## config.mk

```make
export PLATFORM = sky130hd
export DESIGN_NAME = iaa_select
export DESIGN_NICKNAME = d
export VERILOG_FILES = /design/src/hdl/iaa_pkg.sv /design/src/hdl/iaa_select.sv
export SDC_FILE = /design/constraint.sdc
export NUM_CORES = 1
export LEC_CHECK = 0
export BUFFER_PORTS_ARGS = -buffer_cell sky130_fd_sc_hd__buf_2
export CAP_MARGIN = 10
export CELL_PAD_IN_SITES_DETAIL_PLACEMENT = 0
export CELL_PAD_IN_SITES_GLOBAL_PLACEMENT = 1
export CORE_ASPECT_RATIO = 0.6
export CORE_MARGIN = 4
export CORE_UTILIZATION = 36
export DETAILED_ROUTE_END_ITERATION = 10
export PLACE_DENSITY = 0.74
export REMOVE_ABC_BUFFERS = 1
export SLEW_MARGIN = 0
export SYNTH_ARGS = -nofsm -noshare
export SYNTH_HDL_FRONTEND = slang
export SYNTH_SLANG_ARGS = --single-unit
```

## constraint.sdc

```tcl
create_clock -name clk -period 4.75 [get_ports clk]
set_input_delay 0.2375 -clock clk [delete_from_list [all_inputs] [get_ports clk]]
set_output_delay 0.2375 -clock clk [all_outputs]
set_load 0.005 [all_outputs]
```

## src/hdl/iaa_pkg.sv

```systemverilog
// Shared types, constants and helpers of the interval arithmetic unit.
package iaa_pkg;

  localparam int FIELD_W = 32;
  localparam int EXT_W   = 64;

  typedef enum logic [3:0] {
    CMD_ADD        = 4'd0,
    CMD_SUB        = 4'd1,
    CMD_MUL        = 4'd2,
    CMD_DIV        = 4'd3,
    CMD_HULL       = 4'd4,
    CMD_WIDEN      = 4'd5,
    CMD_INC        = 4'd6,
    CMD_DEC        = 4'd7,
    CMD_SCALE_UP   = 4'd8,
    CMD_SCALE_DOWN = 4'd9
  } cmd_t;

  typedef logic signed [FIELD_W-1:0] field_t;
  typedef logic signed [EXT_W-1:0]   ext_t;

  // Stage one: raw corner products, plain bounds and division control.
  typedef struct packed {
    logic   v;
    cmd_t   cmd;
    field_t al;
    field_t ah;
    ext_t   p0;
    ext_t   p1;
    ext_t   p2;
    ext_t   p3;
    ext_t   plain_lo;
    ext_t   plain_hi;
    logic   wide;
    logic   neg_lo;
    logic   neg_hi;
  } front_t;

  // Everything but the quotients, waiting for the divider.
  typedef struct packed {
    logic   v;
    cmd_t   cmd;
    field_t al;
    field_t ah;
    ext_t   lo;
    ext_t   hi;
    logic   wide;
    logic   neg_lo;
    logic   neg_hi;
  } early_t;

  function automatic ext_t min2(ext_t x, ext_t y);
    return (x < y) ? x : y;
  endfunction

  function automatic ext_t max2(ext_t x, ext_t y);
    return (x > y) ? x : y;
  endfunction

endpackage

```

## src/hdl/iaa_select.sv

```systemverilog
// Product scaling, corner min/max and per-command bounds ahead of the divider.
module iaa_select
  import iaa_pkg::*;
#(
  parameter int FRAC_BITS = 16
) (
  input  logic   clk,
  input  logic   rst,
  input  front_t s1,
  output early_t s3
);

  typedef struct packed {
    logic   v;
    cmd_t   cmd;
    field_t al;
    field_t ah;
    ext_t   plain_lo;
    ext_t   plain_hi;
    ext_t   mul_lo;
    ext_t   mul_hi;
    logic   wide;
    logic   neg_lo;
    logic   neg_hi;
  } mid_t;

  mid_t s2;
  ext_t q0, q1, q2, q3;
  ext_t lo, hi;
  ext_t eal, eah;

  // Arithmetic shift floors toward minus infinity.
  assign q0 = s1.p0 >>> FRAC_BITS;
  assign q1 = s1.p1 >>> FRAC_BITS;
  assign q2 = s1.p2 >>> FRAC_BITS;
  assign q3 = s1.p3 >>> FRAC_BITS;

  always_ff @(posedge clk) begin
    if (rst) begin
      s2.v <= 1'b0;
    end else begin
      s2.v <= s1.v;
    end
    s2.cmd      <= s1.cmd;
    s2.al       <= s1.al;
    s2.ah       <= s1.ah;
    s2.plain_lo <= s1.plain_lo;
    s2.plain_hi <= s1.plain_hi;
    s2.mul_lo   <= min2(min2(q0, q1), min2(q2, q3));
    s2.mul_hi   <= max2(max2(q0, q1), max2(q2, q3));
    s2.wide     <= s1.wide;
    s2.neg_lo   <= s1.neg_lo;
    s2.neg_hi   <= s1.neg_hi;
  end

  always_comb begin
    eal = EXT_W'(s2.al);
    eah = EXT_W'(s2.ah);
    unique case (s2.cmd)
      CMD_MUL: begin
        lo = s2.mul_lo;
        hi = s2.mul_hi;
      end
      CMD_SCALE_UP: begin
        lo = min2(eal, s2.mul_lo);
        hi = max2(eah, s2.mul_hi);
      end
      default: begin
        lo = s2.plain_lo;
        hi = s2.plain_hi;
      end
    endcase
  end

  always_ff @(posedge clk) begin
    if (rst) begin
      s3.v <= 1'b0;
    end else begin
      s3.v <= s2.v;
    end
    s3.cmd    <= s2.cmd;
    s3.al     <= s2.al;
    s3.ah     <= s2.ah;
    s3.lo     <= lo;
    s3.hi     <= hi;
    s3.wide   <= s2.wide;
    s3.neg_lo <= s2.neg_lo;
    s3.neg_hi <= s2.neg_hi;
  end

endmodule

```

# After elaboration in Yosys (flattened, before gate mapping)
# Cells that the tools add are included.
[op_classes]
n_lt_le_gt_ge = 8
eq_ne = 2
n_mux = 10
[op_table]
columns = ["cell", "n"]
rows = [
  ["two-way mux 64 bit", 8],
  ["one-hot mux 64 bit (2 select lines)", 2],
  ["greater-than comparator 48 bit", 2],
  ["< comparator 48 bit", 2],
  ["greater-than comparator 32 x 64 -> 1 bit", 1],
  ["greater-than comparator 64 bit", 1],
  ["< comparator 32 x 64 -> 1 bit", 1],
  ["< comparator 64 bit", 1],
  ["== test 4 x 2 -> 1 bit, second input constant", 1],
  ["== test 4 bit, second input constant", 1],
]
[word_totals]
reg_bits = 528
input_bits = 458
out_inout_bits = 200

# Longest topological paths before layout
[depth]
word_depth = 4
ltp_mapped = 25
ltp_nobuf = 21

# Worst setup path before layout
# No wires, ideal clock.
[synth_path]
path_kind = "input-to-reg"
start = "in s1[301] in the netlist's numbering"
end = "reg s2[113] in the netlist's numbering"
setup_time_ps = 125
arrival_time_ps = 4629
t_required_ps = 4625
path_slack_ps = -4
stages = 23
cell_sequence = "inv_1 ha_1 nand4_1 nor3_1 a211o_1 o2bb2ai_1 nor4b_2 buf_2 buf_2 mux2i_1 inv_1 ha_1 a21o_1 a21oi_1 nor2_1 a2111oi_0 nor2_1 o31a_1 o32ai_1 o21ai_1 buf_2 buf_4 mux2i_1"
[synth_via]
elab_chain_cells = 4
[synth_rtl]
columns = ["item", "line", "rtl"]
rows = [
  ["start: declaration", "iaa_select.sv:9", "input front_t s1,"],
  ["< comparator 48 bit", "iaa_pkg.sv:54", "return (x < y) ? x : y;"],
  ["two-way mux 64 bit *", "iaa_pkg.sv:54", ""],
  ["< comparator 64 bit", "iaa_pkg.sv:54", ""],
  ["two-way mux 64 bit *", "iaa_pkg.sv:54", ""],
  ["end: declaration", "iaa_select.sv:27", "mid_t s2;"],
]
# Mark *: on every way between the ends. The rest lies on a longest branch, timed or not.
# A chain may end at the register's enable or synchronous reset.

# Final worst setup path
[layout_path]
start = "in s1[316] in the netlist's numbering"
end = "reg s2[46] in the netlist's numbering"
[layout_via]
elab_chain_cells = 4
[layout_rtl]
columns = ["item", "line", "rtl"]
rows = [
  ["greater-than comparator 48 bit", "iaa_pkg.sv:58", "return (x > y) ? x : y;"],
  ["two-way mux 64 bit *", "iaa_pkg.sv:58", ""],
  ["greater-than comparator 64 bit", "iaa_pkg.sv:58", ""],
  ["two-way mux 64 bit *", "iaa_pkg.sv:58", ""],
]
# Marks and branches as above.

==> run summary <==
Die Y: 201.3 µm
Clk buf depth: 3
Number of flops mapped to enable cells by yosys: 0
CTS root buf: clkbuf_16
1st-iter DRT viols: 1179
GRT Overall Usage: 25.36%
Flop pwr share: 37.8%
Final-stage net count: 4275
Die Area: 66460 µm²
Seq/Total Area, Yosys: 44.30%
Die Wd: 330.2 µm
Final number of setup-violating endpoints: 18
CP startpoint kind: input port
Max Clock Freq: 208.0 MHz
Fin. Hold Viols: 0
RSZ-0062 raised after global routing: yes
Clock-pin slew on the worst setup and hold paths: 0.07 ns
H-tree Lvls: 2
YS warnings: 0
RePlAce Congestion: 0.9155
Post-Layout Inst Area: 34540 µm²
Final Slew Violations: 0
Most used DFF post-synth: dfxtp_1
Largest net degree at the start of global routing: 65
Worst Path Required: 5.26 ns
Area after DPL: 30070 µm²
Combinational Power Share: 32.5%
Max_slew headroom: 41.86%
Vias: 21270
Post-detail-place hpwl: 70.05 mm
Worst hold path class: in2reg
Antenna Nets Post-Route: 0
Synth Instances: 2229
WHS: 0.03952 ns
Port Buffers: 593
First-pass GRT wire length: 128.8 mm
FP Rows: 70
Post-synth ARST share: 0%
I/O pin count: 658
CTS Buf Count: 47
Global route overflow: 0
Number of remaining DRC errors: 0
Worst path arrival time: 5.32 ns
Pwr dens: 379.5 nW/µm²
Drt total wl: 87.19 mm
Leakage: 0.01828 µW
Initial antenna violation count: 51
Yosys cell types: 59
Clock Skews: 0.02049 ns
Endpoint type of the worst setup path: flip-flop
Worst-margin pin slew: 0.8689 ns
CP max FO: 10
Tcrit/Tclk final: 101.2%
Status: finished with violations
Peak supply drop: 246.4 µV
Starting Density: 36.56%
Area grow syn2layout: 54.07%
Design internal power: 9033 µW
CORE AREA: 61310 µm²
Synthesis-stage register bit count: 496
Dpl cells: 4085
Non-Filler Instances: 4419
Crit path kind: in2reg
Fraction of power spent switching nets: 31.08%
Share of cells above drive strength 1: 37.40%
Via/cell ratio: 4.814
Final worst slack: -0.05819 ns
Clk pwr share: 29.6%
Drt pass-1 iters: 5
Failing checks: negative setup slack
Post-route minimum period: 4.808 ns
Number of global-route vias before repair: 22380
Routed WL per cell: 19.73 µm
Mapped Area: 22420 µm²
Clock latency on the worst-skew pair: 0.59 ns
Switching pwr: 4074 µW
TritonCTS clock tree: yes
Num Clock Sinks: 496
Mean Syn Cell Area: 10.06 µm²
Max cap viols: 0
## area by class of cell
class	count	area (µm²)
tap	828	1036
antenna	24	60.06
clock buffer	63	1349
clock inverter	22	234.0
fill	5498	26770
timing repair buffer	1330	9258
sequential	496	9930
inverter	332	1246
multi-input combinational	1324	11420
## metrics by stage
| step | util [%] | power, µW | setup TNS (ns) | setup WS (ns) |
|---|---|---|---|---|
| floorplan | - | 7084 | -920.66 | -7.864 |
| global placement | 49.05 | 8823 | -109.82 | -1.449 |
| detailed placement | 49.05 | 8909 | -111.66 | -1.487 |
| CTS | 55.51 | 13100 | 0 | 0.002856 |
| global route | 56.29 | 13840 | -10.73 | -0.1805 |
| finish | 56.33 | 13110 | -0.4263 | -0.05819 |
## logic make-up after synthesis
group           share of synthesized area [%]
flops                                   44.30
compound gates                          13.76
buf+inv                                 7.284
simple gates                            8.021
fa+ha+maj                               15.96
mux                                     10.67
## registers in the layout, summed over array words and instances, names as in the netlist
signal / cells
eah: 32
eal: 32
s3: 200
s2: 232
## worst max-delay path, cell delays in order
cell and delay (ns):
buf_2 0.13, inv_1 0.06, ha_1 0.29, nand4_1 0.12, buf_4 0.17, nor4_4 0.41, buf_4 0.20, nand2b_1 0.07
o2bb2ai_1 0.32, nor4b_4 0.10, o21bai_4 0.22, buf_12 0.18, buf_6 0.16, mux2i_2 0.21, inv_1 0.07, ha_1 0.29
nand4_1 0.17, nor2_2 0.24, nand3_4 0.12, buf_4 0.15, a311oi_2 0.39, a211oi_2 0.12, a21oi_4 0.20, buf_12 0.15
buf_12 0.13, buf_16 0.15, mux2i_1 0.22
## power by group through the flow
stage / Clock [µW] / Combinational [µW] / Sequential [µW]
floorplan: 0 / 2150 / 4940
global placement: 0 / 3760 / 5070
detailed placement: 0 / 3850 / 5060
CTS: 3990 / 4140 / 4970
global route: 4140 / 4700 / 5000
finish: 3890 / 4260 / 4960
## metal layers
| metal | up-vias | wire [µm] | global-route usage (%) |
|---|---|---|---|
| met5 | - | 324 | 0 |
| li1 | 10440 | - | - |
| met2 | 602 | 39800 | 41.87 |
| met4 | 46 | 1474 | 5.632 |
| met1 | 10050 | 37520 | 32.46 |
| met3 | 129 | 8075 | 8.046 |
## path summary, 6_finish.rpt
check / from / endpoint / slack [ns] / depth (start not counted)
setup / recovery: s1[316] / s2[46] / -0.06 / 27
setup reg to reg: s2[65] / s3[4] / 0.60 / 14
hold reg to reg: s2[2] / s3[2] / 0.33 / 0
hold / removal: s1[240] / s2[32] / 0.04 / 3
## layout by cell type (no fill, tap or decap), types with 7 or more instances in the layout
master	instances
nand4_1	47
nand2_1	124
and2_1	32
a21oi_1	131
o221ai_1	32
o21a_1	8
buf_4	505
buf_6	13
nor2_1	80
clkbuf_8	7
mux2i_2	18
dfxtp_1	496
buf_12	11
buf_2	593
and3_1	7
o211ai_1	43
ha_1	282
a21o_1	56
mux2i_1	208
a221o_1	18
dlygate4sd3_1	205
inv_1	330
clkbuf_16	50
nor2b_1	15
diode_2	24
o21ai_0	28
nand3_1	20
nor3_1	8
mux2i_4	13
a221o_2	48
clkinv_2	8
clkbuf_1	7
## timing repair
action,4_1_cts,5_1_grt
gates resized for setup,48,63
endpoints found under the hold margin,204,0
hold buffers,205,0
cloned,1,1
setup endpoints to repair,96,96
pin swaps,6,27
setup buffers,5,16
## synthesized netlist by cell type (2+ instances only)
master     instances  area share [%]
or2_2              2           0.056
o22ai_1            2           0.056
nor2b_1           15            0.42
a21o_1            56             1.9
o31ai_1            2           0.067
buf_4              5            0.17
nand3_1           22            0.49
a41oi_1            2           0.078
buf_6              6            0.30
clkbuf_1          37            0.62
o21bai_1           3            0.10
o21ai_0           35            0.78
ha_1             286              16
a221oi_1           5            0.20
a221o_2           48             2.4
and4_1             4            0.16
a22oi_1            3            0.10
and3_1             7            0.20
mux2i_1          239              11
a21oi_1          135             3.0
a21boi_0           3            0.10
o21a_1             8            0.27
a31oi_1            4            0.11
buf_1              2           0.034
o211ai_1          43             1.4
o31a_1             2           0.078
nor4_1            10            0.28
inv_1            331             5.5
buf_2             27            0.60
a311oi_1           3            0.12
nor3_1            12            0.27
nand2b_1           6            0.17
and2_1            32            0.89
nand2_1          126             2.1
o221ai_1          32             1.3
a2bb2oi_1          2           0.078
a211o_1            2           0.078
a2111oi_0          3            0.12
a211oi_1           6            0.20
nand4_1           47             1.3
a221o_1           18            0.80
nor2_1            84             1.4
dfxtp_1          496              44
Power figures use the tool's default switching activity.
