===== src/hdl/iaa_pkg.sv =====
// Shared types, constants and helpers of the interval arithmetic unit.
package iaa_pkg;

  localparam int FIELD_W = 32;
  localparam int EXT_W   = 64;

  typedef enum logic [3:0] {
    CMD_ADD        = 4'd0,
    CMD_SUB        = 4'd1,
    CMD_MUL        = 4'd2,
    CMD_DIV        = 4'd3,
    CMD_HULL       = 4'd4,
    CMD_WIDEN      = 4'd5,
    CMD_INC        = 4'd6,
    CMD_DEC        = 4'd7,
    CMD_SCALE_UP   = 4'd8,
    CMD_SCALE_DOWN = 4'd9
  } cmd_t;

  typedef logic signed [FIELD_W-1:0] field_t;
  typedef logic signed [EXT_W-1:0]   ext_t;

  // Stage one: raw corner products, plain bounds and division control.
  typedef struct packed {
    logic   v;
    cmd_t   cmd;
    field_t al;
    field_t ah;
    ext_t   p0;
    ext_t   p1;
    ext_t   p2;
    ext_t   p3;
    ext_t   plain_lo;
    ext_t   plain_hi;
    logic   wide;
    logic   neg_lo;
    logic   neg_hi;
  } front_t;

  // Everything but the quotients, waiting for the divider.
  typedef struct packed {
    logic   v;
    cmd_t   cmd;
    field_t al;
    field_t ah;
    ext_t   lo;
    ext_t   hi;
    logic   wide;
    logic   neg_lo;
    logic   neg_hi;
  } early_t;

  function automatic ext_t min2(ext_t x, ext_t y);
    return (x < y) ? x : y;
  endfunction

  function automatic ext_t max2(ext_t x, ext_t y);
    return (x > y) ? x : y;
  endfunction

endpackage


===== src/hdl/iaa_finish.sv =====
// Quotient sign fix, division merge, clamp to word limits and result register.
module iaa_finish
  import iaa_pkg::*;
#(
  parameter int WORD_BITS = 32,
  parameter int NW        = 48
) (
  input  logic                clk,
  input  logic                rst,
  input  early_t              e,
  input  logic [NW-1:0]       qmag_lo,
  input  logic [NW-1:0]       qmag_hi,
  output logic                done,
  output logic signed [31:0]  r_low,
  output logic signed [31:0]  r_high,
  output logic                unbounded,
  output logic                saturated
);

  localparam int   BB   = (WORD_BITS > FIELD_W) ? FIELD_W : WORD_BITS;
  localparam ext_t WMAX = (EXT_W'(1) << (BB - 1)) - EXT_W'(1);
  localparam ext_t WMIN = ~WMAX;

  typedef struct packed {
    early_t e;
    ext_t   q_lo;
    ext_t   q_hi;
  } fix_t;

  typedef struct packed {
    logic v;
    ext_t lo;
    ext_t hi;
    logic unb;
  } comb_t;

  fix_t  f1;
  comb_t f2;
  ext_t  qe_lo, qe_hi, tl, th;
  comb_t f2_next;

  assign qe_lo = EXT_W'(qmag_lo);
  assign qe_hi = EXT_W'(qmag_hi);

  always_ff @(posedge clk) begin
    if (rst) begin
      f1.e.v <= 1'b0;
    end else begin
      f1.e.v <= e.v;
    end
    f1.e.cmd    <= e.cmd;
    f1.e.al     <= e.al;
    f1.e.ah     <= e.ah;
    f1.e.lo     <= e.lo;
    f1.e.hi     <= e.hi;
    f1.e.wide   <= e.wide;
    f1.e.neg_lo <= e.neg_lo;
    f1.e.neg_hi <= e.neg_hi;
    f1.q_lo     <= e.neg_lo ? -qe_lo : qe_lo;
    f1.q_hi     <= e.neg_hi ? -qe_hi : qe_hi;
  end

  always_comb begin
    tl = f1.e.wide ? WMIN : f1.q_lo;
    th = f1.e.wide ? WMAX : f1.q_hi;
    f2_next.v = f1.e.v;
    unique case (f1.e.cmd)
      CMD_DIV: begin
        f2_next.lo  = tl;
        f2_next.hi  = th;
        f2_next.unb = f1.e.wide;
      end
      CMD_SCALE_DOWN: begin
        f2_next.lo  = min2(EXT_W'(f1.e.al), tl);
        f2_next.hi  = max2(EXT_W'(f1.e.ah), th);
        f2_next.unb = f1.e.wide;
      end
      default: begin
        f2_next.lo  = f1.e.lo;
        f2_next.hi  = f1.e.hi;
        f2_next.unb = 1'b0;
      end
    endcase
  end

  always_ff @(posedge clk) begin
    if (rst) begin
      f2.v <= 1'b0;
    end else begin
      f2.v <= f2_next.v;
    end
    f2.lo  <= f2_next.lo;
    f2.hi  <= f2_next.hi;
    f2.unb <= f2_next.unb;
  end

  always_ff @(posedge clk) begin
    if (rst) begin
      done <= 1'b0;
    end else begin
      done <= f2.v;
    end
    r_low     <= (f2.lo > WMAX) ? WMAX[31:0] : (f2.lo < WMIN) ? WMIN[31:0] : f2.lo[31:0];
    r_high    <= (f2.hi > WMAX) ? WMAX[31:0] : (f2.hi < WMIN) ? WMIN[31:0] : f2.hi[31:0];
    unbounded <= f2.unb;
    saturated <= (f2.lo > WMAX) || (f2.lo < WMIN) || (f2.hi > WMAX) || (f2.hi < WMIN);
  end

endmodule


===== config.mk =====
export PLATFORM = sky130hd
export DESIGN_NAME = iaa_finish
export DESIGN_NICKNAME = d
export VERILOG_FILES = /design/src/hdl/iaa_pkg.sv /design/src/hdl/iaa_finish.sv
export SDC_FILE = /design/constraint.sdc
export NUM_CORES = 1
export LEC_CHECK = 0
export BUFFER_PORTS_ARGS = -buffer_cell sky130_fd_sc_hd__buf_4
export CORE_AREA = 2 2 290 178
export DETAILED_ROUTE_END_ITERATION = 6
export DIE_AREA = 0 0 292 180
export GPL_ROUTABILITY_DRIVEN = 0
export PLACE_DENSITY_LB_ADDON = 0.1
export SLEW_MARGIN = 5
export SYNTH_ARGS = -nofsm -noshare
export SYNTH_HDL_FRONTEND = slang
export SYNTH_SLANG_ARGS = --single-unit

===== constraint.sdc =====
create_clock -name clk -period 4.1 [get_ports clk]
set_input_delay 0.205 -clock clk [delete_from_list [all_inputs] [get_ports clk]]
set_output_delay 0.205 -clock clk [all_outputs]
set_load 0.1 [all_outputs]

; ---- Word-level counts from Yosys, hierarchy flattened
; Cells that the tools add are included.
; Widths: inputs -> output; s select.
[word_totals]
in_bits = 298
ff_bits = 523
wordCells = 42
[op_classes]
eq_ne = 2
mux = 9
magnitude_cmp = 6
add_sub_neg = 2
reduce_logical = 3
[op_table]
columns = operator, count
row1 = $pmux 129 s2, 1
row2 = $mux 64, 4
row3 = $gt 64x32->1 const B, 2
row4 = $lt 64x32->1 const B, 2
row5 = $neg 48->64, 2
row6 = $mux 48, 2
row7 = $gt 32x64->1, 1
row8 = $lt 32x64->1, 1
row9 = $mux 32, 2
row10 = $eq 4x2->1 const B, 1
row11 = $eq 4x4->1 const B, 1
row12 = $logic_or 1x1->1, 3

; ---- Logic depth before layout (Yosys ltp)
; Gate-level depths: netlist of the first run.
[logic_depth]
ltp_word = 4
depth_mapped = 15

; ---- Worst setup path after synthesis of the first run
; Ideal clock, no wire load.
[synth_path]
path_type = register -> register
start = register f1[130] (netlist bit)
end = register f2[66] (netlist bit)
arrival_time_ns = 3.789
stages_incl_launch_ff = 15
required_ns = 3.978
synth_period_minus_slack_ns = 3.911
setup_slack_ns = 0.189
path_buffers = 4
path_cell_list = dfxtp_1 clkbuf_1 clkbuf_1 clkbuf_1 nor2_1 ha_1 nand3_1 nor4_1 nand3_1 a2111oi_0 o41ai_1 nand2_1 buf_1 mux2i_1 a221o_1
[synth_lines]
columns = item, line
row1 = from (decl), iaa_finish.sv:37  ; fix_t f1;
row2 = to (decl), iaa_finish.sv:38  ; comb_t f2;

==> flow_summary_export.csv, run 1 <==
group,metric,value,unit
outcome,status,"complete, no violations",
setup_path,path_class,"register to register",
setup_path,critical_path_required,4.55,ns
cts,tritoncts,"yes",
synth,netlist_area,19700,µm²
die,die_width,292,µm
cts,clockRootBuffer,"clkbuf_16",
setup_path,worst_path_max_delay_cell,"dfxtp_4",
cts,cts-buffers-inserted,50,
die,floorplan.die_area,52600,µm²
timing,hold_viol,0,
synth,postSynthRegisterBits,523,
final_layout,synthToLayoutAreaGrowth,43.6,%
setup_path,critPathMostFrequentCell,"buf_4",
setup_path,setup_crit_end_kind,"register",
synth,synth-async-reset-ratio,0,%
route,drt-pass1-iter-count,5,
placement,place_worst_setup_slack,0.143,ns
power_and_ir_drop,p_leak,12.3,nW
synth,yosysWarningCount,0,
setup_path,startpoint_type,"register",
timing,final.period_utilization,96.8,%
global_routing,grt_first_pass_wirelength,99600,µm
synth,syn_nets,2395,
route,vias,17100,
timing,setup-violations-final,0,
global_routing,maximum_number_of_pins_on_one_net_before_global_route_repair,84,
route,vias_per_cell,5.09,
timing,actual_transition_at_the_worst_max_transition_pin,1.22,ns
power_and_ir_drop,vdd_drop_max,0.286,mV
die,initial_core_util,39.4,%
synth,synth_top_cell_by_area,"dfxtp_1",
placement,post-dp-hpwl,44400,µm
synth,most_common_cell_in_the_synthesized_netlist,"dfxtp_1",
die,cell_row_count,64,
synth,yosysSeqAreaShare,53.1,%
synth,ys_types,57,
timing,fin_worst_skew,0.0239,ns
route,drt.antenna.violating_nets,0,
route,drt_iter0_drc,1114,
cts,htreeDepth,2,
power_and_ir_drop,p_per_area,447,nW/µm²
global_routing,via_count_of_the_first_global_routing_pass,17600,
worst_hold_path,worst_hold_path_type,"input pin to register",
cts,tritoncts_num_sinks,523,
timing,layout_min_cycle_time,3.97,ns
synth,netlist_instances,1968,
setup_path,worst_ep_arrival_time,4.42,ns
cts,clk_pin_slew,0.07,ns
die,core_area,50000,µm²
job,maxCapViolCount,0,
cts,maximum_clock_insertion_buffer_count,3,
global_routing,grt_use_total,24.3,%
timing,final.setup.tns,0,ns
global_routing,grt_remaining_overflow,0,
synth,syn_avg_cell_area,10.0,µm²
route,detail_route.wl_per_cell,19.4,µm
timing,max_slew_headroom,18.5,%
setup_path,path_cells,"buf_12 -> buf_4 -> nand2b_1 -> ha_1 -> and4_1 -> nand2_1 -> or3_1 -> nand3b_1 -> nor4_1 -> buf_4 -> a211oi_4 -> buf_4 -> and3_1 -> buf_12 -> or3_1",
final_layout,final_net_count,3083,
synth,synth.top_cells.by_count,"523 x dfxtp_1, 265 x nand2_1, 129 x ha_1",
synth,yosys-top-cells-area,"dfxtp_1 53%, ha_1 8.2%, nand2_1 5.0%",
setup_path,max_stage_delay_on_crit_path,0.44,ns
synth,synth_largest_type_area_fraction,53.1,%
cts,clk_latency,0.57,ns
die,chipHeight,180,µm
setup_path,worstPathMaxFanout,33,
final_layout,post_route_cells_drive_above_1_share,19.4,%
timing,fmax,252,MHz
die,boundaryPins,365,
synth,number_of_enable_type_register_cells_in_the_synthesized_netlist,0,
timing,final_max_slew_violation_count,0,
route,drt_drc_violations_left,0,
route,wirelength,65000,µm
global_routing,number_of_antenna_violations_at_the_first_check_in_global_routing,4,
timing,timing.final.ws_setup,0.133,ns
timing,setup_repair_after_global_routing_missed_its_margin,"no",
placement,port_buffers,364,
synth,ys.flop_type,"dfxtp_1",
layout make-up:
type                            instances  area, µm²
Fill cell                            4306      21700
Sequential cell                       523      10500
Multi-Input combinational cell       1272       8640
Timing Repair Buffer                  742       6520
Clock buffer                           68       1420
Tap cell                              660        826
Inverter                               67        251
Clock inverter                         21        204
Antenna cell                            4       10.0
stage by stage:
| stage | util (%) | instances | hold WS (ns) | area, µm² | total power [mW] |
|---|---|---|---|---|---|
| 6_report | 56.6 | 3357 | 0.170 | 28300 | 12.7 |
| 4_1_cts | 56.6 | 3352 | 0.102 | 28300 | 12.7 |
| 5_1_grt | 56.6 | 3357 | 0.171 | 28300 | 13.2 |
| 2_1_floorplan | - | 1968 | 0.233 | 19700 | 7.04 |
| 3_3_place_gp | 46.7 | 2932 | 0.309 | 23400 | 7.80 |
| 3_5_place_dp | 46.7 | 2932 | 0.310 | 23400 | 7.82 |
critical path: cells and delay by family (launching register included):
| kind | cells | cell delay [ns] |
|---|---|---|
| compound gates | 1 | 0.05 |
| fa+ha+maj | 1 | 0.33 |
| buf+inv | 5 | 0.92 |
| flops | 1 | 0.44 |
| simple gates | 8 | 2.10 |
layer usage:
layer  part of all wire [%]  routed length, µm  track usage, %  vias up
met3                    5.6               3620            4.33      129
met4                    3.0               1930            7.48        0
met2                     44              28300            37.6      540
li1                       -                  -               -     8335
met1                     48              31200            34.4     8085
met5                      0                  0               0        -
what timing repair did:
action / in CTS / in global routing
resized for setup: 0 / 4
hold endpoints to repair: 304 / 0
setup endpoints to repair: 0 / 99
buffers inserted: 0 / 1
hold buffers: 331 / 0
registers in the layout, summed over array words and instances (netlist names):
| register | cells |
|---|---|
| done | 1 |
| f1 | 326 |
| r_high | 32 |
| r_low | 32 |
| saturated | 1 |
| f2 | 130 |
| unbounded | 1 |
power by group:
group	total (mW)	switching (mW)	internal [mW]
clock network	4.63	2.01	2.62
registers	5.68	0.181	5.49
logic	2.35	1.38	0.969
total	12.7	3.58	9.08
worst paths after layout:
path	endpoint	start	slack (ns)	cells after the start
hold reg to reg	unbounded	f2[0]	0.35	0
setup reg to reg	f2[61]	f1[130]	0.13	15
hold / removal	f1[7]	qmag_hi[5]	0.17	4
setup / recovery	f2[61]	f1[130]	0.13	15
cell usage in the layout, fill, tap and decap left out, types with 43 or more instances in the layout:
cell           count
nor3_1            45
a221o_1           51
nand2b_1          43
buf_4            401
nand2_1          264
inv_1             67
a21oi_1           49
xnor2_1           92
dlygate4sd3_1    331
clkbuf_16         51
nor2_1           108
dfxtp_1          522
o21ai_0           94
ha_1             129
cell families (layout without fill, tap and decap cells):
| kind of cell | after synthesis | after routing | share of synthesized area [%] |
|---|---|---|---|
| AO/OA/AOI/OAI | 379 | 379 | 14.1 |
| XOR/XNOR | 93 | 93 | 4.13 |
| adder cells (fa/ha/maj) | 129 | 129 | 8.18 |
| buffers and inverters | 173 | 898 | 3.46 |
| flip-flops | 523 | 523 | 53.1 |
| multiplexers | 27 | 27 | 1.37 |
| other | 0 | 4 | 0 |
| AND/OR/NAND/NOR | 644 | 644 | 15.7 |
No activity file was read; power rests on OpenSTA's default activity.
==> inputs of run 2 (changes only) <==
Settings changed: CORE_AREA 2 2 290 178 to 2 2 226 228, DIE_AREA 0 0 292 180 to 0 0 228 230.
==> run 2 against run 1 <==
Effect of this change: core utilization is 1.5 points higher; fmax is 0.19% lower; clock skew is 0.014 ns lower; first-iteration DRC count is 12% lower; largest power group unchanged; largest cell class unchanged.
==> flow_summary_export.csv, run 2 (synthesis gave the netlist of run 1 again) <==
group,metric,value,unit
power_and_ir_drop,p_leak,12.6,nW
final_layout,synthToLayoutAreaGrowth,46.8,%
timing,max_slew_headroom,25.4,%
timing,final_max_slew_violation_count,0,
setup_path,reg2reg_to,"f2[35]",
setup_path,timing.reg2reg.worst_path_depth,15,
route,drt_drc_violations_left,0,
placement,post-dp-hpwl,42200,µm
final_layout,max_flop_register,"f1",
timing,setup-violations-final,0,
final_layout,most-common-layout-cells,"522 x dfxtp_1, 405 x buf_4, 342 x dlygate4sd3_1, 264 x nand2_1, 129 x ha_1",
setup_path,r2r_setup_slack,0.13,ns
die,chipHeight,230,µm
final_layout,final_net_count,3103,
global_routing,grt_use_total,23.4,%
outcome,status,"complete, no violations",
cts,clk_pin_slew,0.06,ns
worst_hold_path,whs_path_depth,4,
setup_path,startpoint_type,"register",
setup_path,path_class,"register to register",
setup_path,critical_path.startpoint,"f1[130]",
cts,htreeDepth,2,
die,die_width,228,µm
final_layout,post_route_cells_drive_above_1_share,20.1,%
die,core_area,49900,µm²
setup_path,critical_path_required,4.56,ns
global_routing,number_of_antenna_violations_at_the_first_check_in_global_routing,6,
route,drt_iter0_drc,981,
setup_path,r2r_start,"f1[130]",
job,maxCapViolCount,0,
global_routing,grt_first_pass_wirelength,97000,µm
placement,place_worst_setup_slack,0.0168,ns
timing,final.period_utilization,96.9,%
worst_hold_path,worst_hold_path_type,"input pin to register",
route,drt.antenna.violating_nets,0,
cts,clk_latency,0.60,ns
timing,setup_repair_after_global_routing_missed_its_margin,"no",
global_routing,via_count_of_the_first_global_routing_pass,17800,
cts,tritoncts,"yes",
die,initial_core_util,39.6,%
timing,fin_worst_skew,0.00957,ns
die,boundaryPins,365,
route,detail_route.wl_per_cell,18.4,µm
cts,tritoncts_num_sinks,523,
timing,hold_viol,0,
power_and_ir_drop,p_per_area,467,nW/µm²
route,vias,17100,
cts,cts-buffers-inserted,55,
global_routing,grt_remaining_overflow,0,
route,vias_per_cell,5.03,
route,drt-pass1-iter-count,6,
setup_path,setup_crit_end_kind,"register",
final_layout,mostFrequentLayoutCell,"dfxtp_1",
timing,timing.final.ws_setup,0.126,ns
setup_path,worst_ep_arrival_time,4.44,ns
die,cell_row_count,82,
placement,port_buffers,364,
worst_hold_path,hold_path_end,"f1[71]",
final_layout,layout.filler_cells,4276,
timing,final.setup.tns,0,ns
final_layout,reg.largest.list,"f1: 326 flops, f2: 130 flops",
worst_hold_path,holdCritStartpoint,"qmag_lo[6]",
die,floorplan.die_area,52400,µm²
setup_path,worstPathMaxFanout,31,
power_and_ir_drop,vdd_drop_max,0.398,mV
route,wirelength,62600,µm
final_layout,largest_register_ffs,326,
timing,fmax,252,MHz
timing,actual_transition_at_the_worst_max_transition_pin,1.12,ns
global_routing,maximum_number_of_pins_on_one_net_before_global_route_repair,84,
cts,maximum_clock_insertion_buffer_count,3,
cts,clockRootBuffer,"clkbuf_16",
timing,layout_min_cycle_time,3.97,ns
## run 2: cell types whose count changed in the layout (fill, tap and decap cells not counted), moves of 4 or more
cell,before,now
dlygate4sd3_1,331,342
clkbuf_8,8,16
bufinv_16,3,10
clkbuf_16,51,58
buf_4,401,405
clkbuf_1,9,5
clkinvlp_4,5,1
## run 2: stage by stage
step | hold WS (ns) | power, mW | std cells | cell area (µm²) | utilization (%)
finish | 0.126 | 13.5 | 3398 | 29000 | 58.1
global route | 0.159 | 14.1 | 3398 | 29000 | 58.1
CTS | 0.0830 | 13.6 | 3389 | 28900 | 57.9
detailed placement | 0.311 | 7.81 | 2945 | 23400 | 46.9
global placement | 0.310 | 7.79 | 2945 | 23400 | 46.9
floorplan | 0.233 | 7.04 | 1968 | 19700 | -
## run 2: report_power, final
group | internal [mW] | total [mW] | switching, mW
combinational | 0.994 | 2.36 | 1.37
clock | 3.44 | 5.51 | 2.06
sequential | 5.50 | 5.67 | 0.173
## run 2: timing repair
item	4_1_cts	5_1_grt
endpoints found under the setup margin	4	117
setup buffers	0	3
gates resized for setup	1	10
cloned	0	1
pin swaps	1	1
hold buffers	342	0
endpoints found under the hold margin	304	0
## run 2: layer usage
layer  wire, µm  track usage (%)  vias up
li1           -                -     8372
met1      27800             30.0     8106
met2      29200             39.2      467
met3       3260             3.97      138
met4       2280             9.62        2
met5         11                0        -
## run 2: cell type report
| cell class | count | area, µm² | area share [%] |
|---|---|---|---|
| diodes | 5 | 12.5 | 0.0432 |
| multi-input cells | 1272 | 8690 | 30.0 |
| clock buffers | 78 | 1670 | 5.75 |
| well taps | 672 | 841 | 2.90 |
| repair buffers | 757 | 6660 | 23.0 |
| flip-flops and latches | 523 | 10500 | 36.2 |
| inverters | 67 | 251 | 0.868 |
| clock inverters | 24 | 380 | 1.31 |
## run 2: worst max-delay path, cell delays in order (launching register included)
cell	delay (ns)
dfxtp_4	0.44
clkbuf_16	0.25
nor2b_1	0.24
inv_1	0.09
ha_1	0.29
and4_1	0.20
nand2_1	0.08
or3_1	0.41
nand3b_1	0.31
nor4_1	0.33
buf_4	0.18
a211oi_4	0.05
buf_4	0.18
and3_1	0.22
buf_4	0.17
or3_1	0.41
## run 2: worst max-delay path by stage
| stage | to | slack (ns) |
|---|---|---|
| 3_5_place_dp | f2[57] | 0.02 |
| 4_1_cts | f1[110] | 0.007 |
| 3_3_place_gp | f2[55] | 0.09 |
| 6_report | f2[35] | 0.13 |
| 5_1_grt | f2[76] | 0.01 |
| 2_1_floorplan | f2[66] | 0.19 |
==> inputs of run 3 (changes only) <==
Settings changed: REMOVE_ABC_BUFFERS set to 1.
==> run 3 against run 2 <==
Effect of this change: setup slack improved by 0.061 ns; core utilization fell by 0.61 points; cell area fell by 1.0%; global-route usage fell by 0.45 points; critical path depth fell by 3; routed wire length fell by 2.3%; non-clock buffer count fell by 8; combinational power fell by 2%; clock-buffer cell count rose by 6; hold slack improved by 0.031 ns; critical path type is now input pin to register; critical endpoint is now f1[39]; largest cell class unchanged.
==> flow_summary_export.csv, run 3 (synthesis gave the netlist of run 1 again) <==
group,metric,value,unit
outcome,status,"complete, no violations",
setup_path,r2r_setup_slack,0.19,ns
route,drt_drc_violations_left,0,
power_and_ir_drop,internal_power,9.52,mW
final_layout,mostFrequentLayoutCell,"dfxtp_1",
route,detail_route.wl_per_cell,18.1,µm
timing,final.period_utilization,95.4,%
global_routing,maximum_number_of_pins_on_one_net_before_global_route_repair,71,
worst_hold_path,hold_path_end,"f1[116]",
route,vias,17000,
cts,postCtsSetupBuffers,0,
placement,port_buffers,364,
power_and_ir_drop,clockPowerShare,38.8,%
route,drt_iter0_drc,893,
timing,max_slew_headroom,38.5,%
timing,layout_min_cycle_time,3.91,ns
timing,final_max_slew_violation_count,0,
power_and_ir_drop,power.share.combinational,17.8,%
die,die_width,228,µm
setup_path,startpoint_type,"input pin",
die,boundaryPins,365,
setup_path,worstPathMaxFanout,16,
global_routing,grt_first_pass_wirelength,96000,µm
setup_path,critical_path_required,4.63,ns
timing,hold_viol,0,
power_and_ir_drop,p_per_area,455,nW/µm²
power_and_ir_drop,swShare,27.0,%
timing,setup_repair_after_global_routing_missed_its_margin,"no",
die,floorplan.die_area,52400,µm²
final_layout,synthToLayoutAreaGrowth,45.3,%
job,maxCapViolCount,0,
cts,tritoncts_num_sinks,523,
timing,setup-violations-final,0,
die,chipHeight,230,µm
power_and_ir_drop,net-switching-power,3.52,mW
cts,clockRootBuffer,"clkbuf_16",
placement,post-dp-hpwl,40800,µm
route,wirelength,61100,µm
global_routing,grt_use_total,23.0,%
setup_path,worst_ep_arrival_time,4.45,ns
die,cell_row_count,82,
timing,fin_worst_skew,0.0210,ns
final_layout,max_flop_register,"f1",
route,vias_per_cell,5.01,
final_layout,post_route_cells_drive_above_1_share,19.7,%
worst_hold_path,worst_hold_path_type,"input pin to register",
final_layout,most-common-layout-cells,"522 x dfxtp_1, 400 x buf_4, 337 x dlygate4sd3_1, 264 x nand2_1, 129 x ha_1",
setup_path,setup_crit_end_kind,"register",
setup_path,timing.reg2reg.worst_path_depth,11,
global_routing,number_of_antenna_violations_at_the_first_check_in_global_routing,5,
cts,htreeDepth,2,
cts,clk_latency,0.60,ns
global_routing,via_count_of_the_first_global_routing_pass,17900,
worst_hold_path,holdCritStartpoint,"e[1]",
timing,fmax,256,MHz
cts,clk_pin_slew,0.06,ns
power_and_ir_drop,power_frac_seq,43.5,%
route,drt-pass1-iter-count,5,
setup_path,reg2reg_to,"f2[40]",
cts,tritoncts,"yes",
power_and_ir_drop,p_leak,12.4,nW
route,drt.antenna.violating_nets,0,
cts,cts-buffers-inserted,55,
timing,actual_transition_at_the_worst_max_transition_pin,0.923,ns
cts,maximum_clock_insertion_buffer_count,3,
final_layout,largest_register_ffs,326,
global_routing,grt_remaining_overflow,0,
die,initial_core_util,39.6,%
worst_hold_path,whs_path_depth,2,
final_layout,final_net_count,3095,
final_layout,final_area,28700,µm²
final_layout,reg.largest.list,"f1: 326 flops, f2: 130 flops",
placement,place_area,23400,µm²
setup_path,path_class,"input pin to register",
die,core_area,49900,µm²
setup_path,r2r_start,"f1[130]",
power_and_ir_drop,report.power.total,13.0,mW
power_and_ir_drop,vdd_drop_max,0.333,mV
[run 3: cell type report]
cell class | instances | area [µm²]
antenna | 4 | 10.0
clock buffer | 84 | 1720
clock inverter | 12 | 140
fill | 4246 | 21200
inverter | 67 | 251
multi-input combinational | 1272 | 8650
sequential | 523 | 10500
tap | 672 | 841
timing repair buffer | 749 | 6590
[run 3: metal layers]
metal	part of all wire, %	vias to the layer above	track usage [%]
li1	-	8360	-
met1	44	8006	29.0
met2	47	447	39.0
met3	4.1	147	3.15
met4	4.2	0	10.8
met5	0	-	0
[run 3: worst max-delay path by stage]
stage / startpoint / end / slack, ns / cells past startpoint
after CTS: qmag_hi[5] / f1[36] / 0.02 / 11
final: qmag_hi[5] / f1[39] / 0.19 / 12
after floorplan: f1[130] / f2[32] / -6.01 / 9
after detailed placement: f1[130] / f2[16] / 0.16 / 11
after global placement: f1[130] / f2[103] / 0.21 / 14
after global routing: f1[130] / f2[40] / 0.02 / 14
[run 3: critical path, stage by stage]
cell and delay [ns]:
dlygate4sd3_1 0.57, buf_4 0.17, or4_4 0.54, or3_4 0.36
or3_1 0.40, or2_4 0.31, or3_4 0.37, or3_1 0.32
buf_4 0.24, o41ai_4 0.24, xnor2_1 0.15, dlygate4sd3_1 0.56
[run 3: timing repair]
action | CTS | global route
endpoints found under the hold margin | 304 | 0
resized for setup | 0 | 9
hold buffers | 337 | 0
endpoints found under the setup margin | 0 | 111
[run 3: per-stage QoR]
| stage | setup WS (ns) | utilization, % | TNS (ns) | instances | hold WS (ns) |
|---|---|---|---|---|---|
| 2_1_floorplan | -6.01 | - | -442.87 | 1862 | 0.233 |
| 3_3_place_gp | 0.214 | 46.9 | 0 | 2946 | 0.310 |
| 3_5_place_dp | 0.158 | 46.9 | 0 | 2946 | 0.311 |
| 4_1_cts | 0.0249 | 57.4 | 0 | 3379 | 0.120 |
| 5_1_grt | 0.0207 | 57.5 | 0 | 3383 | 0.169 |
| 6_report | 0.187 | 57.5 | 0 | 3383 | 0.157 |
[run 3: power groups by stage]
stage                     clock network, mW  registers [mW]  logic, mW
final                                  5.05            5.67       2.32
after global routing                   5.37            5.70       2.50
after CTS                              5.16            5.67       2.31
after detailed placement                  0            5.77       2.01
after global placement                    0            5.78       1.97
after floorplan                           0            6.24      0.766
